--- src/hw/rtl/dfgw_pkg.sv ---
// Shared constants, codes and interface structs of the graph walk block.
// No dependencies; imported by every module of the block but dfgw_ram.
package dfgw_pkg;

	localparam int MAX_VERTICES = 16;
	localparam int MAX_EDGES    = 64;
	localparam int RESULT_LIMIT = 16;

	localparam int VTX_W   = 4;                          // vertex field width
	localparam int CNT_W   = 5;                          // vertex_count register width
	localparam int EDGE_W  = $clog2(MAX_EDGES);          // edge index
	localparam int PTR_W   = EDGE_W + 1;                 // edge index or empty marker
	localparam int DEPTH_W = $clog2(MAX_VERTICES + 1);   // stack depth 0..MAX
	localparam int SIDX_W  = $clog2(MAX_VERTICES);       // stack entry index

	localparam logic [PTR_W-1:0] NO_EDGE = PTR_W'(MAX_EDGES);

	typedef enum logic [1:0] {
		CMD_ADD   = 2'd0,
		CMD_RUN   = 2'd1,
		CMD_CLEAR = 2'd2,
		CMD_NONE  = 2'd3
	} cmd_t;

	typedef enum logic [1:0] {
		ST_OK    = 2'd0,
		ST_FULL  = 2'd1,
		ST_RANGE = 2'd2
	} status_t;

	// sequencer -> edge store
	typedef struct packed {
		logic              add;     // append edge vtx -> dst
		logic              clr;     // drop all edges
		logic [VTX_W-1:0]  vtx;     // list head lookup / add source
		logic [VTX_W-1:0]  dst;
		logic [EDGE_W-1:0] rd_addr; // edge read, data next cycle
	} store_req_t;

	// edge store -> sequencer
	typedef struct packed {
		logic              full;
		logic              link_pend; // tail link write in flight
		logic [PTR_W-1:0]  head;      // list head of req.vtx
		logic [VTX_W-1:0]  rd_target;
		logic [PTR_W-1:0]  rd_link;
	} store_sts_t;

endpackage

--- src/hw/rtl/dfgw_ram.sv ---
// Generic single-write, single-read RAM with registered read data.
// No dependencies.
module dfgw_ram #(
	parameter int WIDTH = 8,
	parameter int DEPTH = 64
) (
	input  logic                     clk,
	input  logic                     we,
	input  logic [$clog2(DEPTH)-1:0] waddr,
	input  logic [WIDTH-1:0]         wdata,
	input  logic [$clog2(DEPTH)-1:0] raddr,
	output logic [WIDTH-1:0]         rdata
);

	logic [WIDTH-1:0] mem_q [DEPTH];
	logic [WIDTH-1:0] rdata_q;

	always_ff @(posedge clk) begin
		if (we) begin
			mem_q[waddr] <= wdata;
		end
		rdata_q <= mem_q[raddr];
	end

	assign rdata = rdata_q;

endmodule

--- src/hw/rtl/dfgw_store.sv ---
// Edge store: per-vertex list head/tail, edge count, target and link RAMs.
// Depends on dfgw_pkg and dfgw_ram.
module dfgw_store import dfgw_pkg::*; (
	input  logic       clk,
	input  logic       arst_n,
	input  store_req_t req,
	output store_sts_t sts
);

	logic [PTR_W-1:0]  head_q [MAX_VERTICES];
	logic [PTR_W-1:0]  tail_q [MAX_VERTICES];
	logic [PTR_W-1:0]  used_q;
	logic              link_pend_q;
	logic [EDGE_W-1:0] link_addr_q;
	logic [EDGE_W-1:0] link_edge_q;

	logic [EDGE_W-1:0] new_e;
	logic [PTR_W-1:0]  head_rd;
	logic              head_empty;
	logic              link_we;
	logic [EDGE_W-1:0] link_waddr;
	logic [PTR_W-1:0]  link_wdata;
	logic [VTX_W-1:0]  tgt_rdata;
	logic [PTR_W-1:0]  link_rdata;

	assign new_e      = used_q[EDGE_W-1:0];
	assign head_rd    = head_q[req.vtx];
	assign head_empty = (head_rd >= NO_EDGE);

	always_ff @(posedge clk or negedge arst_n) begin
		if (!arst_n) begin
			for (int i = 0; i < MAX_VERTICES; i++) begin
				head_q[i] <= NO_EDGE;
				tail_q[i] <= NO_EDGE;
			end
			used_q      <= '0;
			link_pend_q <= 1'b0;
		end else begin
			link_pend_q <= 1'b0;
			if (req.clr) begin
				for (int i = 0; i < MAX_VERTICES; i++) begin
					head_q[i] <= NO_EDGE;
					tail_q[i] <= NO_EDGE;
				end
				used_q <= '0;
			end else if (req.add) begin
				if (head_empty) begin
					head_q[req.vtx] <= {1'b0, new_e};
				end else begin
					link_pend_q <= 1'b1;
				end
				tail_q[req.vtx] <= {1'b0, new_e};
				used_q          <= used_q + PTR_W'(1);
			end
		end
	end

	// old tail gets linked to the new edge in the cycle after the add
	always_ff @(posedge clk) begin
		if (req.add) begin
			link_addr_q <= tail_q[req.vtx][EDGE_W-1:0];
			link_edge_q <= new_e;
		end
	end

	assign link_we    = req.add | link_pend_q;
	assign link_waddr = link_pend_q ? link_addr_q : new_e;
	assign link_wdata = link_pend_q ? {1'b0, link_edge_q} : NO_EDGE;

	dfgw_ram #(.WIDTH(VTX_W), .DEPTH(MAX_EDGES)) u_target_ram (
		.clk   (clk),
		.we    (req.add),
		.waddr (new_e),
		.wdata (req.dst),
		.raddr (req.rd_addr),
		.rdata (tgt_rdata)
	);

	dfgw_ram #(.WIDTH(PTR_W), .DEPTH(MAX_EDGES)) u_link_ram (
		.clk   (clk),
		.we    (link_we),
		.waddr (link_waddr),
		.wdata (link_wdata),
		.raddr (req.rd_addr),
		.rdata (link_rdata)
	);

	always_comb begin
		sts.full      = (used_q >= PTR_W'(MAX_EDGES));
		sts.link_pend = link_pend_q;
		sts.head      = head_rd;
		sts.rd_target = tgt_rdata;
		sts.rd_link   = link_rdata;
	end

endmodule

--- src/hw/rtl/dfgw_seq.sv ---
// Command sequencer: edge add/clear handling and the stack-based walk.
// Depends on dfgw_pkg; drives dfgw_store through store_req_t.
module dfgw_seq import dfgw_pkg::*; (
	input  logic             clk,
	input  logic             arst_n,
	input  logic             start,
	input  logic [1:0]       cmd,
	input  logic [VTX_W-1:0] src_vertex,
	input  logic [VTX_W-1:0] dst_vertex,
	input  logic [CNT_W-1:0] n,
	output logic             busy,
	output logic             valid,
	output logic [VTX_W-1:0] visited_vertex,
	output logic [1:0]       status,
	output logic             last,
	output store_req_t       req,
	input  store_sts_t       sts
);

	typedef enum logic [1:0] {
		S_IDLE,
		S_ROOT,
		S_TOP,
		S_EDGE
	} state_t;

	state_t                     state_q;
	logic                       valid_q;
	logic [VTX_W-1:0]           vtx_q;
	status_t                    status_q;
	logic                       last_q;
	logic [MAX_VERTICES-1:0]    visited_q;
	logic [DEPTH_W-1:0]         depth_q;
	logic [CNT_W-1:0]           root_q;
	logic [DEPTH_W-1:0]         count_q;
	logic                       pend_q;
	logic [VTX_W-1:0]           pend_vtx_q;
	logic [PTR_W-1:0]           stk_q [MAX_VERTICES];

	logic             accept;
	cmd_t             op;
	logic             range_bad;
	logic [VTX_W-1:0] root_v;
	logic             root_in;
	logic [SIDX_W-1:0] top_idx;
	logic [PTR_W-1:0] top_ptr;
	logic [VTX_W-1:0] t;
	logic             t_ok;
	logic             emit_en;
	logic [VTX_W-1:0] emit_v;

	assign busy      = (state_q != S_IDLE) | sts.link_pend;
	assign accept    = start & ~busy;
	assign op        = cmd_t'(cmd);
	assign range_bad = ({1'b0, src_vertex} >= n) || ({1'b0, dst_vertex} >= n);
	assign root_v    = root_q[VTX_W-1:0];
	assign root_in   = (root_q < n);
	assign top_idx   = depth_q[SIDX_W-1:0] - SIDX_W'(1);
	assign top_ptr   = stk_q[top_idx];
	assign t         = sts.rd_target;
	assign t_ok      = ({1'b0, t} < n) && !visited_q[t]
		&& (depth_q < DEPTH_W'(MAX_VERTICES)) && (count_q < DEPTH_W'(RESULT_LIMIT));

	always_comb begin
		emit_en = 1'b0;
		emit_v  = t;
		case (state_q)
			S_ROOT: begin
				emit_en = root_in && !visited_q[root_v];
				emit_v  = root_v;
			end
			S_EDGE: begin
				emit_en = t_ok;
			end
			default: begin
			end
		endcase
	end

	always_comb begin
		req.add     = accept && (op == CMD_ADD) && !range_bad && !sts.full;
		req.clr     = accept && (op == CMD_CLEAR);
		req.dst     = dst_vertex;
		req.rd_addr = top_ptr[EDGE_W-1:0];
		case (state_q)
			S_ROOT:  req.vtx = root_v;
			S_EDGE:  req.vtx = t;
			default: req.vtx = src_vertex;
		endcase
	end

	always_ff @(posedge clk or negedge arst_n) begin
		if (!arst_n) begin
			state_q    <= S_IDLE;
			valid_q    <= 1'b0;
			vtx_q      <= '0;
			status_q   <= ST_OK;
			last_q     <= 1'b0;
			visited_q  <= '0;
			depth_q    <= '0;
			root_q     <= '0;
			count_q    <= '0;
			pend_q     <= 1'b0;
			pend_vtx_q <= '0;
		end else begin
			valid_q <= 1'b0;
			case (state_q)
				S_IDLE: begin
					if (accept) begin
						case (op)
							CMD_ADD: begin
								valid_q <= 1'b1;
								vtx_q   <= '0;
								last_q  <= 1'b1;
								if (range_bad) begin
									status_q <= ST_RANGE;
								end else if (sts.full) begin
									status_q <= ST_FULL;
								end else begin
									status_q <= ST_OK;
								end
							end
							CMD_RUN: begin
								visited_q <= '0;
								depth_q   <= '0;
								root_q    <= '0;
								count_q   <= '0;
								pend_q    <= 1'b0;
								state_q   <= S_ROOT;
							end
							CMD_CLEAR: begin
								valid_q  <= 1'b1;
								vtx_q    <= '0;
								status_q <= ST_OK;
								last_q   <= 1'b1;
							end
							default: begin
							end
						endcase
					end
				end
				S_ROOT: begin
					if (!root_in) begin
						// walk done: the held result is the final one
						if (pend_q) begin
							valid_q  <= 1'b1;
							vtx_q    <= pend_vtx_q;
							status_q <= ST_OK;
							last_q   <= 1'b1;
						end
						pend_q  <= 1'b0;
						state_q <= S_IDLE;
					end else begin
						root_q <= root_q + CNT_W'(1);
						if (!visited_q[root_v]) begin
							visited_q[root_v] <= 1'b1;
							depth_q           <= DEPTH_W'(1);
							count_q           <= count_q + DEPTH_W'(1);
							state_q           <= S_TOP;
						end
					end
				end
				S_TOP: begin
					if (depth_q == '0) begin
						state_q <= S_ROOT;
					end else if (top_ptr >= NO_EDGE) begin
						depth_q <= depth_q - DEPTH_W'(1);
					end else begin
						state_q <= S_EDGE;
					end
				end
				S_EDGE: begin
					if (t_ok) begin
						visited_q[t] <= 1'b1;
						depth_q      <= depth_q + DEPTH_W'(1);
						count_q      <= count_q + DEPTH_W'(1);
					end
					state_q <= S_TOP;
				end
				default: begin
					state_q <= S_IDLE;
				end
			endcase

			// a new visit releases the held one as a non-final result
			if (emit_en) begin
				if (pend_q) begin
					valid_q  <= 1'b1;
					vtx_q    <= pend_vtx_q;
					status_q <= ST_OK;
					last_q   <= 1'b0;
				end
				pend_q     <= 1'b1;
				pend_vtx_q <= emit_v;
			end
		end
	end

	// walk stack: next-edge pointer per level
	always_ff @(posedge clk) begin
		case (state_q)
			S_ROOT: begin
				if (emit_en) begin
					stk_q[0] <= sts.head;
				end
			end
			S_EDGE: begin
				stk_q[top_idx] <= sts.rd_link;
				if (t_ok) begin
					stk_q[depth_q[SIDX_W-1:0]] <= sts.head;
				end
			end
			default: begin
			end
		endcase
	end

	assign valid          = valid_q;
	assign visited_vertex = vtx_q;
	assign status         = status_q;
	assign last           = last_q;

endmodule

--- src/hw/rtl/depth_first_graph_walk.sv ---
// Top level of the depth-first graph walk: vertex count register,
// edge store and command sequencer. Depends on dfgw_pkg, dfgw_store, dfgw_seq.
//
//  channel   ports                                   handshake
//  --------  --------------------------------------  -------------------------
//  request   cmd, src_vertex, dst_vertex             start & !busy
//  result    visited_vertex, status, last            valid, one cycle, no stall
//  config    cfg_wdata (vertex_count)                cfg_we
//
// Add edge: result in the cycle after the request; when the edge is appended to
// a non-empty list, busy stays high while the old tail's link is written.
// Clear: result one cycle after the request, all lists emptied at once.
// Run: busy while the sequencer tries every root in order and scans the edge
// lists one step per cycle through the single read port of the edge RAMs,
// pushing a stack level per newly visited vertex and popping it at list end.
// Results of a run trail their visit by one vertex, the last one is flagged.
// Reset empties all lists and sets vertex_count to 16; no clearing pass.
module depth_first_graph_walk import dfgw_pkg::*; (
	input  logic             clk,
	input  logic             arst_n,
	input  logic             start,
	output logic             busy,
	input  logic [1:0]       cmd,
	input  logic [VTX_W-1:0] src_vertex,
	input  logic [VTX_W-1:0] dst_vertex,
	output logic             valid,
	output logic [VTX_W-1:0] visited_vertex,
	output logic [1:0]       status,
	output logic             last,
	input  logic             cfg_we,
	input  logic [CNT_W-1:0] cfg_wdata
);

	logic [CNT_W-1:0] vertex_count_q;
	logic [CNT_W-1:0] n_eff;
	store_req_t       req;
	store_sts_t       sts;

	always_ff @(posedge clk or negedge arst_n) begin
		if (!arst_n) begin
			vertex_count_q <= CNT_W'(16);
		end else if (cfg_we) begin
			vertex_count_q <= cfg_wdata;
		end
	end

	// effective vertex count, clipped to the table size
	assign n_eff = (vertex_count_q > CNT_W'(MAX_VERTICES)) ? CNT_W'(MAX_VERTICES)
		: vertex_count_q;

	dfgw_store u_store (
		.clk    (clk),
		.arst_n (arst_n),
		.req    (req),
		.sts    (sts)
	);

	dfgw_seq u_seq (
		.clk            (clk),
		.arst_n         (arst_n),
		.start          (start),
		.cmd            (cmd),
		.src_vertex     (src_vertex),
		.dst_vertex     (dst_vertex),
		.n              (n_eff),
		.busy           (busy),
		.valid          (valid),
		.visited_vertex (visited_vertex),
		.status         (status),
		.last           (last),
		.req            (req),
		.sts            (sts)
	);

endmodule

--- config.mk ---
export PLATFORM = sky130hd
export DESIGN_NAME = depth_first_graph_walk
export DESIGN_NICKNAME = d
export VERILOG_FILES = /design/src/hw/rtl/dfgw_pkg.sv /design/src/hw/rtl/dfgw_ram.sv /design/src/hw/rtl/dfgw_store.sv /design/src/hw/rtl/dfgw_seq.sv /design/src/hw/rtl/depth_first_graph_walk.sv
export SDC_FILE = /design/constraint.sdc
export NUM_CORES = 2
export LEC_CHECK = 0
export ABC_AREA = 1
export BUFFER_PORTS_ARGS = -buffer_cell sky130_fd_sc_hd__buf_2
export CORE_MARGIN = 2
export CORE_UTILIZATION = 45
export DETAILED_ROUTE_END_ITERATION = 12
export MAX_ROUTING_LAYER = met4
export SKIP_CTS_REPAIR_TIMING = 1
export SLEW_MARGIN = 20
export SYNTH_ARGS = -nofsm -noshare
export SYNTH_HDL_FRONTEND = slang
export SYNTH_SLANG_ARGS = --single-unit
--- constraint.sdc ---
create_clock -name clk -period 3.9 [get_ports clk]
set_clock_uncertainty 0.1 [all_clocks]
set_input_delay 0.39 -clock clk [delete_from_list [all_inputs] [get_ports clk]]
set_output_delay 0.39 -clock clk [all_outputs]
set_load 0.05 [all_outputs]
Word level (Yosys, flattened, before mapping)
Memory sizes are Yosys's and may differ from the RTL's. A register that Yosys moved wholly into a read port is not among the register bits.
Index checks and enable logic that the tools add are counted.
{ "op_classes": {"reduce_logical": 33, "eq_ne": 17, "muxes": 111, "n_lt_le_gt_ge": 16, "add_sub_neg": 6, "bitwise_logic": 7} }
{ "op_table": {"columns": ["op", "n"], "rows": [
  ["2-to-1 mux 112 bit", 5],
  ["bitwise mux 112 bit", 2],
  ["2-to-1 mux 16 bit", 5],
  ["2-to-1 mux 5 bit", 12],
  ["binary-select mux 7 bit (select 4 bit)", 2],
  ["2-to-1 mux 7 bit", 7],
  ["one-hot mux 16 bit (3 select lines)", 1],
  ["2-to-1 mux 1 bit", 37],
  ["2-to-1 mux 4 bit", 8],
  ["bitwise OR 16 bit", 2],
  ["demux 7 bit (select 4 bit)", 1],
  ["2-to-1 mux 2 bit", 12],
  [">= comparator 7 bit (second input constant)", 3],
  ["one-hot mux 5 bit (4 select lines)", 1],
  ["2-to-1 mux 6 bit", 3],
  ["one-hot mux 4 bit (2 select lines)", 2],
  ["adder 5 x 1 -> 5 bit (second input constant)", 3],
  ["one-hot mux 5 bit (3 select lines)", 1],
  ["AND reduction 4 bit", 3],
  ["logical AND 1 bit", 11],
  [">= comparator 4 x 5 -> 1 bit", 2],
  ["less-than comparator 4 x 5 -> 1 bit (second input constant)", 2],
  ["less-than comparator 5 bit (second input constant)", 2],
  ["one-hot mux 5 bit (2 select lines)", 1],
  ["36 further kinds", 62]
]} }
{ "totals": {"memories": 3, "mem_bits_rw": 816, "register_bits": 295} }
{ "memory_table": {"columns": ["memory", "depth", "width", "rd", "rd_clocked_by_memory_dff", "write_ports", "line", "rtl"], "rows": [
  ["u_store.u_link_ram.mem_q", 64, 7, 1, 1, 1, "dfgw_ram.sv:15", "logic [WIDTH-1:0] mem_q [DEPTH];"],
  ["u_store.u_target_ram.mem_q", 64, 4, 1, 1, 1, "dfgw_ram.sv:15", null],
  ["u_seq.stk_q", 16, 7, 1, 0, 2, "dfgw_seq.sv:38", "logic [PTR_W-1:0] stk_q [MAX_VERTICES];"]
]} }

Longest topological paths before layout
{ "logic_depth": {"depth_word": 11, "mapped_depth": 22} }

Cells and area by module
From an unflattened synthesis, not the netlist that was laid out.
{ "unflattened": {"hier_cells": 5247, "hier_area_um2": 50484.7} }
{ "by_module_without_submodules": {"columns": ["module", "cells_each", "seq_area_each_um2", "area_per_inst_um2", "n_inst"], "rows": [
  ["dfgw_ram (u_store.u_link_ram)", 1591, 13593.0, 18542.8, 1],
  ["dfgw_ram (u_store.u_target_ram)", 948, 7767.4, 10881.7, 1],
  ["dfgw_store", 1330, 5785.5, 10854.2, 1],
  ["dfgw_seq", 1349, 4514.3, 9977.1, 1],
  ["depth_first_graph_walk", 29, 126.4, 229.0, 1]
]} }

Worst setup path after synthesis
OpenSTA, ideal clock, no wires.
{ "synth_timing": {"kind": "register -> register", "start": "register u_seq.depth_q[0]", "end": "register u_store.u_link_ram.rdata_q[2] (netlist: u_store.u_link_ram.rdata[2]), read port of u_store.u_link_ram.mem_q", "synth_period_minus_slack_ps": 3587, "setup_slack_ps": 313, "required_ps": 3741, "setup_time_ps": 59, "path_buffers": 7, "arrival_time_ps": 3428, "stages_incl_launch_ff": 21, "cell_sequence": "dfrtp_1 > clkinv_1 > buf_2 > buf_2 > clkbuf_1 > ha_1 > buf_2 > inv_1 > clkbuf_1 > nand2_1 > nand3_1 > nand3_1 > nand2_1 > clkbuf_1 > clkbuf_1 > nand3_1 > nand3_1 > nand3_1 > nand3_1 > nand3_1 > nand2_1"} }
{ "synth_via": {"elab_chain_len": 2} }
{ "synth_rtl": {"columns": ["element", "line", "rtl"], "rows": [
  ["start: declaration", "dfgw_seq.sv:33", "logic [DEPTH_W-1:0] depth_q;"],
  ["start signal: assignment", "dfgw_seq.sv:167", "depth_q <= depth_q - DEPTH_W'(1);"],
  ["start signal: assignment", "dfgw_seq.sv:175", "depth_q <= depth_q + DEPTH_W'(1);"],
  ["subtractor 4 x 1 -> 4 bit", "dfgw_seq.sv:58", "assign top_idx = depth_q[SIDX_W-1:0] - SIDX_W'(1);"],
  ["memory (16 x 7 bit)", null, null],
  ["end: declaration", "dfgw_ram.sv:16", "logic [WIDTH-1:0] rdata_q;"]
]} }
No other way between the ends.
A chain may end at the register's enable or synchronous reset.

Worst setup path in the final report
{ "layout_timing": {"start": "register u_seq.depth_q[1]", "end": "register u_store.u_target_ram.rdata_q[3] (netlist: u_store.u_target_ram.rdata[3]), read port of u_store.u_target_ram.mem_q"} }
{ "layout_via": {"elab_chain_len": 2} }
{ "layout_rtl": {"columns": ["element", "line"], "rows": [
  ["subtractor 4 x 1 -> 4 bit", "dfgw_seq.sv:58"],
  ["memory (16 x 7 bit)", null],
  ["end: declaration", "dfgw_ram.sv:16"]
]} }
No other way between the ends.

==> results.txt <==
----------------------------------------------------
[Critical path]
  List of cells traversed by the critical path ... inv_1 -> ha_1 -> inv_1 -> buf_4 -> nand3_1 -> nand3_1 -> nand3_4 -> nand2_8 -> inv_1 -> buf_4 -> nand2_1 -> nand3_1 -> nand3_1 -> nand3_1 -> nand3_1 -> nand3_1 -> nand2_1
  Highest cell delay on the worst timing path ... between 400 and 500 ps
  Worst r2r path cells ... 17
  Cell with the largest stage delay on the worst path ... sky130_fd_sc_hd__inv_1
  Critical Path AT ... around 4200 ps
  Critical path startpoint ... u_seq.depth_q[1]
  Flop-to-flop setup slack ... ~200 ps
  Cell family with most CP delay ... simple AND/OR/NAND/NOR gates
  Terminus of the critical flop-to-flop path ... u_store.u_target_ram.rdata[3]
  Cell type with the highest occurrence count on the critical path ... sky130_fd_sc_hd__nand3_1
  CP Data Required Time ... 4380 ps
  Worst setup EP type ... flip-flop
  Crit Path Class ... flip-flop to flip-flop
  Biggest fanout along the worst timing path ... 18
  Kind of start point of the critical path ... flip-flop
  RR Startpoint ... u_seq.depth_q[1]
  Number of buffers and inverters on the critical path ... 5

[STA]
  Clock period minus worst slack ... 3700 ps
  Unrepaired setup endpoints after global routing ... yes
  Slew HR ... 0.265
  Transition time of the tightest slew-check pin ... between 1000 and 1500 ps
  Number of max-slew violations in the final report ... 0
  Fin crit share ... 0.948
  Timing-limited maximum frequency ... approximately 0.27 GHz
  Finish-stage setup viols ... 0
  Final Hold Violating Endpoints ... 0
  Final critical-path setup slack ... just over 200 ps

[Outcome]
  Outcome ... finished clean

[Logic synthesis]
  Average footprint of a synthesized cell ... roughly 9.7 um^2
  Total of warnings raised by yosys ... 0
  Instance count of the mapped netlist ... approximately 5,300
  Number of flops mapped to enable cells by yosys ... a little over 800
  Count of different cell masters after synthesis ... 47
  Post-synthesis instance area ... about 52,000 um^2
  Post-Synthesis Net Count ... 5,399
  Most used DFF post-synth ... sky130_fd_sc_hd__edfxtp_1
  Fraction of registers with async set/reset ... 0.241
  Share of Yosys cell area claimed by the top area cell type ... 0.479
  Sequential share of the synthesized area ... 0.612
  Flops & latches, synth ... approximately 1,100
  Library cell with the largest summed area after synthesis ... sky130_fd_sc_hd__edfxtp_1
  Area contributors post-synth ... sky130_fd_sc_hd__edfxtp_1 (48%), sky130_fd_sc_hd__dfrtp_1 (12%), sky130_fd_sc_hd__nand2_1 (9.3%)

[Detailed routing]
  Total wire length after detailed routing ... between 100,000 and 150,000 um
  Number of vias in the routed layout ... a little under 40,000
  WL/cell ... between 20 and 25 um
  Count of antenna-violating nets left after detailed routing ... 0
  Number of DRC violations after detailed routing ... 0
  Drt initial violations ... 4,117
  Number of vias per cell after detailed routing ... about 5.6
  Length of the first detailed-routing pass in iterations ... 6

[Floorplanning]
  Initial cell density of the core ... 0.454
  Area inside the core boundary ... between 100,000 and 150,000 um^2
  Area enclosed by the die boundary ... approximately 120,000 um^2
  Top Ports ... 28
  Cell Rows ... 124
  Horizontal extent of the die ... 344 um
  Die height ... about 340 um

[GRT]
  Global routing met2 resource utilization ... 0.398
  Gr ovfl total ... 0
  Antenna violations before repair ... 5
  Met3 demand-to-capacity share in global routing ... 0.0364
  Combined global-route utilization of all metal layers ... 0.259
  GR Layer Usage met1 ... 0.354
  Busiest metal layer after global routing ... met2
  Number of global-route vias before repair ... roughly 38,000
  First-pass GRT wire length ... 229,000 um
  Maximum number of pins on one net before global-route repair ... approximately 120

[Power and ir drop]
  Share of power burned in registers ... 0.259
  Fraction of power spent switching nets ... 0.467
  Net Sw Power ... approximately 25 mW
  Combinational share of power ... 0.528
  Leakage power total ... 23.9 nW
  Total power of the final layout ... about 53 mW
  Power Internal ... approximately 28 mW
  Worst-case vdd ir drop ... around 1.3 mV
  Clk pwr share ... 0.213
  Power Density ... 909 nW/um^2

[Min path]
  HP Class ... primary input to flip-flop
  Hold Crit Start ... cmd[1]
  Cell depth of the worst hold path ... 4
  WHS Endpoint ... u_seq.status[1]

[Final layout]
  Layout cells sized above 1 ... 0.108
  Fill cells ... 10,279
  Post-synthesis to final-layout area growth ... 13.0%
  Post-layout net count ... about 5,500
  Final Core Density ... 0.513

[CTS]
  TritonCTS buffer count ... 119
  Clk sink count ... approximately 1,100
  Clock insertion delay at the later pin of the skew report ... 740 ps
  Total number of H-tree levels ... 3
  Clk Tree Root Cell ... sky130_fd_sc_hd__clkbuf_16
  Reg clk slew, reported paths ... 70 ps
  Maximum buffer depth of the clock tree ... 3
  TritonCTS clock tree ... done

[Placed design]
  Place WS ... roughly 160 ps
  IO Port Bufs ... 27
  Post-DP HPWL ... about 95,000 um
  Final Wtd Congestion ... 0.969

[Flow run]
  Number of maximum-capacitance constraint violations ... 0

----------------------------------------------------
==> power by group through the flow <==
stage          logic (mW)  registers [mW]  clock network (mW)
6_report             28.1            13.8                11.4
4_1_cts              28.0            13.8                11.5
2_1_floorplan        17.6            14.0                   0
5_1_grt              30.7            13.8                12.0
3_3_place_gp         27.8            14.0                   0
3_5_place_dp         27.9            14.0                   0
==> routing by layer <==
layer	vias to the layer above	part of all wire
met3	291	0.069
met4	0	0.033
met1	18888	0.44
met5	-	0
li1	18346	-
met2	1508	0.46
==> state kept, by name (all words and copies together) (netlist names), 4 cells and up <==
| name | flops |
|---|---|
| u_seq.count_q | 5 |
| u_seq.depth_q | 5 |
| u_seq.pend_vtx_q | 4 |
| u_seq.root_q | 5 |
| u_seq.stk_q | 112 |
| u_seq.visited_q | 16 |
| u_seq.visited_vertex | 4 |
| u_store.head_q | 112 |
| u_store.link_addr_q | 6 |
| u_store.link_edge_q | 6 |
| u_store.tail_q | 96 |
| u_store.u_link_ram.mem_q | 448 |
| u_store.u_link_ram.rdata | 7 |
| u_store.u_target_ram.mem_q | 256 |
| u_store.u_target_ram.rdata | 4 |
| u_store.used_q | 7 |
| vertex_count_q | 5 |
==> metrics by stage <==
step,hold WS (ps),TNS (ps),instance area [um^2],std cells
floorplan,-5.59,0,51900,5349
global placement,350,0,54500,6777
detailed placement,354,0,54500,6777
CTS,-322,0,58400,7004
global route,18.7,-754,58700,7023
finish,28.5,0,58700,7023
==> placed cells by master, fill, tap and decap left out, types with 8 or more instances in the layout <==
master | Yosys | layout
sky130_fd_sc_hd__nand2_1 | 1281 | 1275
sky130_fd_sc_hd__o21ai_1 | 40 | 42
sky130_fd_sc_hd__or2_2 | 26 | 26
sky130_fd_sc_hd__clkbuf_16 | 0 | 122
sky130_fd_sc_hd__nand2_2 | 25 | 28
sky130_fd_sc_hd__o22ai_1 | 136 | 136
sky130_fd_sc_hd__clkinv_1 | 4 | 22
sky130_fd_sc_hd__buf_2 | 96 | 26
sky130_fd_sc_hd__a22oi_1 | 68 | 68
sky130_fd_sc_hd__o21ai_0 | 178 | 176
sky130_fd_sc_hd__xor2_1 | 8 | 8
sky130_fd_sc_hd__o21ai_2 | 42 | 42
sky130_fd_sc_hd__dfstp_2 | 17 | 17
sky130_fd_sc_hd__o221ai_1 | 9 | 9
sky130_fd_sc_hd__nor2_1 | 278 | 267
sky130_fd_sc_hd__a21oi_1 | 17 | 17
sky130_fd_sc_hd__clkbuf_1 | 151 | 22
sky130_fd_sc_hd__edfxtp_1 | 828 | 828
sky130_fd_sc_hd__nand4_1 | 20 | 20
sky130_fd_sc_hd__buf_12 | 0 | 27
sky130_fd_sc_hd__nor2_2 | 12 | 22
sky130_fd_sc_hd__bufinv_16 | 0 | 11
sky130_fd_sc_hd__nand3_1 | 860 | 858
sky130_fd_sc_hd__ha_1 | 30 | 30
sky130_fd_sc_hd__o211ai_1 | 15 | 15
sky130_fd_sc_hd__buf_4 | 2 | 166
sky130_fd_sc_hd__dfrtp_1 | 250 | 249
sky130_fd_sc_hd__dlygate4sd3_1 | 0 | 15
sky130_fd_sc_hd__inv_1 | 557 | 549
sky130_fd_sc_hd__nand3b_1 | 275 | 275
sky130_fd_sc_hd__dfxtp_1 | 11 | 11
sky130_fd_sc_hd__inv_2 | 18 | 23
sky130_fd_sc_hd__clkinv_2 | 0 | 29
sky130_fd_sc_hd__clkinvlp_4 | 0 | 9
==> cells by family after synthesis <==
group / synth area share
simple gates: 0.249
mux: 0.000650
compound gates: 0.0621
buf+inv: 0.0674
flops: 0.612
fa+ha+maj: 0.00761
xor+xnor: 0.00152
==> worst reg2reg max path, stage by stage, from the launching register on <==
cell and delay, ps:
sky130_fd_sc_hd__dfrtp_1 470, sky130_fd_sc_hd__inv_1 90, sky130_fd_sc_hd__ha_1 340, sky130_fd_sc_hd__inv_1 90, sky130_fd_sc_hd__buf_4 200, sky130_fd_sc_hd__nand3_1 150, sky130_fd_sc_hd__nand3_1 200, sky130_fd_sc_hd__nand3_4 250
sky130_fd_sc_hd__nand2_8 190, sky130_fd_sc_hd__inv_1 500, sky130_fd_sc_hd__buf_4 270, sky130_fd_sc_hd__nand2_1 60, sky130_fd_sc_hd__nand3_1 70, sky130_fd_sc_hd__nand3_1 110, sky130_fd_sc_hd__nand3_1 100, sky130_fd_sc_hd__nand3_1 70
sky130_fd_sc_hd__nand3_1 140, sky130_fd_sc_hd__nand2_1 150
==> layout make-up <==
type	count	area, um^2	share of cell area
antenna	4	10.0	0.000171
sequential	1106	31800	0.542
clock inverter	78	736	0.0125
clock buffer	149	3200	0.0546
inverter	579	2180	0.0372
timing repair buffer	235	2080	0.0355
multi-input combinational	3360	16800	0.286
tap	1512	1890	0.0322
==> how the worst max path moves through the flow <==
| stage | end | slack [ps] | cells after the start |
|---|---|---|---|
| final | u_store.u_target_ram.rdata[3] | 200 | 17 |
| after CTS | u_store.u_link_ram.mem_q[60][3] | 130 | 16 |
| after floorplan | u_store.u_link_ram.rdata[2] | 310 | 20 |
| after detailed placement | u_store.u_link_ram.mem_q[60][1] | 160 | 16 |
| after global placement | u_store.u_link_ram.mem_q[60][1] | 150 | 16 |
| after global routing | u_store.u_link_ram.mem_q[50][6] | -40 | 16 |
==> synth_stat cells (3+ instances only) <==
cell and instances:
sky130_fd_sc_hd__o22ai_1 136, sky130_fd_sc_hd__xor2_1 8, sky130_fd_sc_hd__nor2_1 278, sky130_fd_sc_hd__clkinv_1 4, sky130_fd_sc_hd__dfxtp_1 11, sky130_fd_sc_hd__a22oi_1 68
sky130_fd_sc_hd__a31oi_1 5, sky130_fd_sc_hd__buf_2 96, sky130_fd_sc_hd__edfxtp_1 828, sky130_fd_sc_hd__mux2_2 3, sky130_fd_sc_hd__o211ai_1 15, sky130_fd_sc_hd__nor3_1 5
sky130_fd_sc_hd__dfrtp_1 250, sky130_fd_sc_hd__nand2_1 1281, sky130_fd_sc_hd__a21oi_1 17, sky130_fd_sc_hd__clkbuf_1 151, sky130_fd_sc_hd__inv_1 557, sky130_fd_sc_hd__o21ai_1 40
sky130_fd_sc_hd__buf_6 8, sky130_fd_sc_hd__nand3_1 860, sky130_fd_sc_hd__o21ai_0 178, sky130_fd_sc_hd__o221ai_1 9, sky130_fd_sc_hd__nand4_2 4, sky130_fd_sc_hd__dfstp_2 17
sky130_fd_sc_hd__nand2_2 25, sky130_fd_sc_hd__nor2_4 6, sky130_fd_sc_hd__or2_2 26, sky130_fd_sc_hd__nor2_2 12, sky130_fd_sc_hd__a21boi_0 3, sky130_fd_sc_hd__nand3b_1 275
sky130_fd_sc_hd__ha_1 30, sky130_fd_sc_hd__o21ai_2 42, sky130_fd_sc_hd__nand4_1 20, sky130_fd_sc_hd__buf_1 47, sky130_fd_sc_hd__inv_2 18
Note: power is estimated with default switching activity, not from simulation.
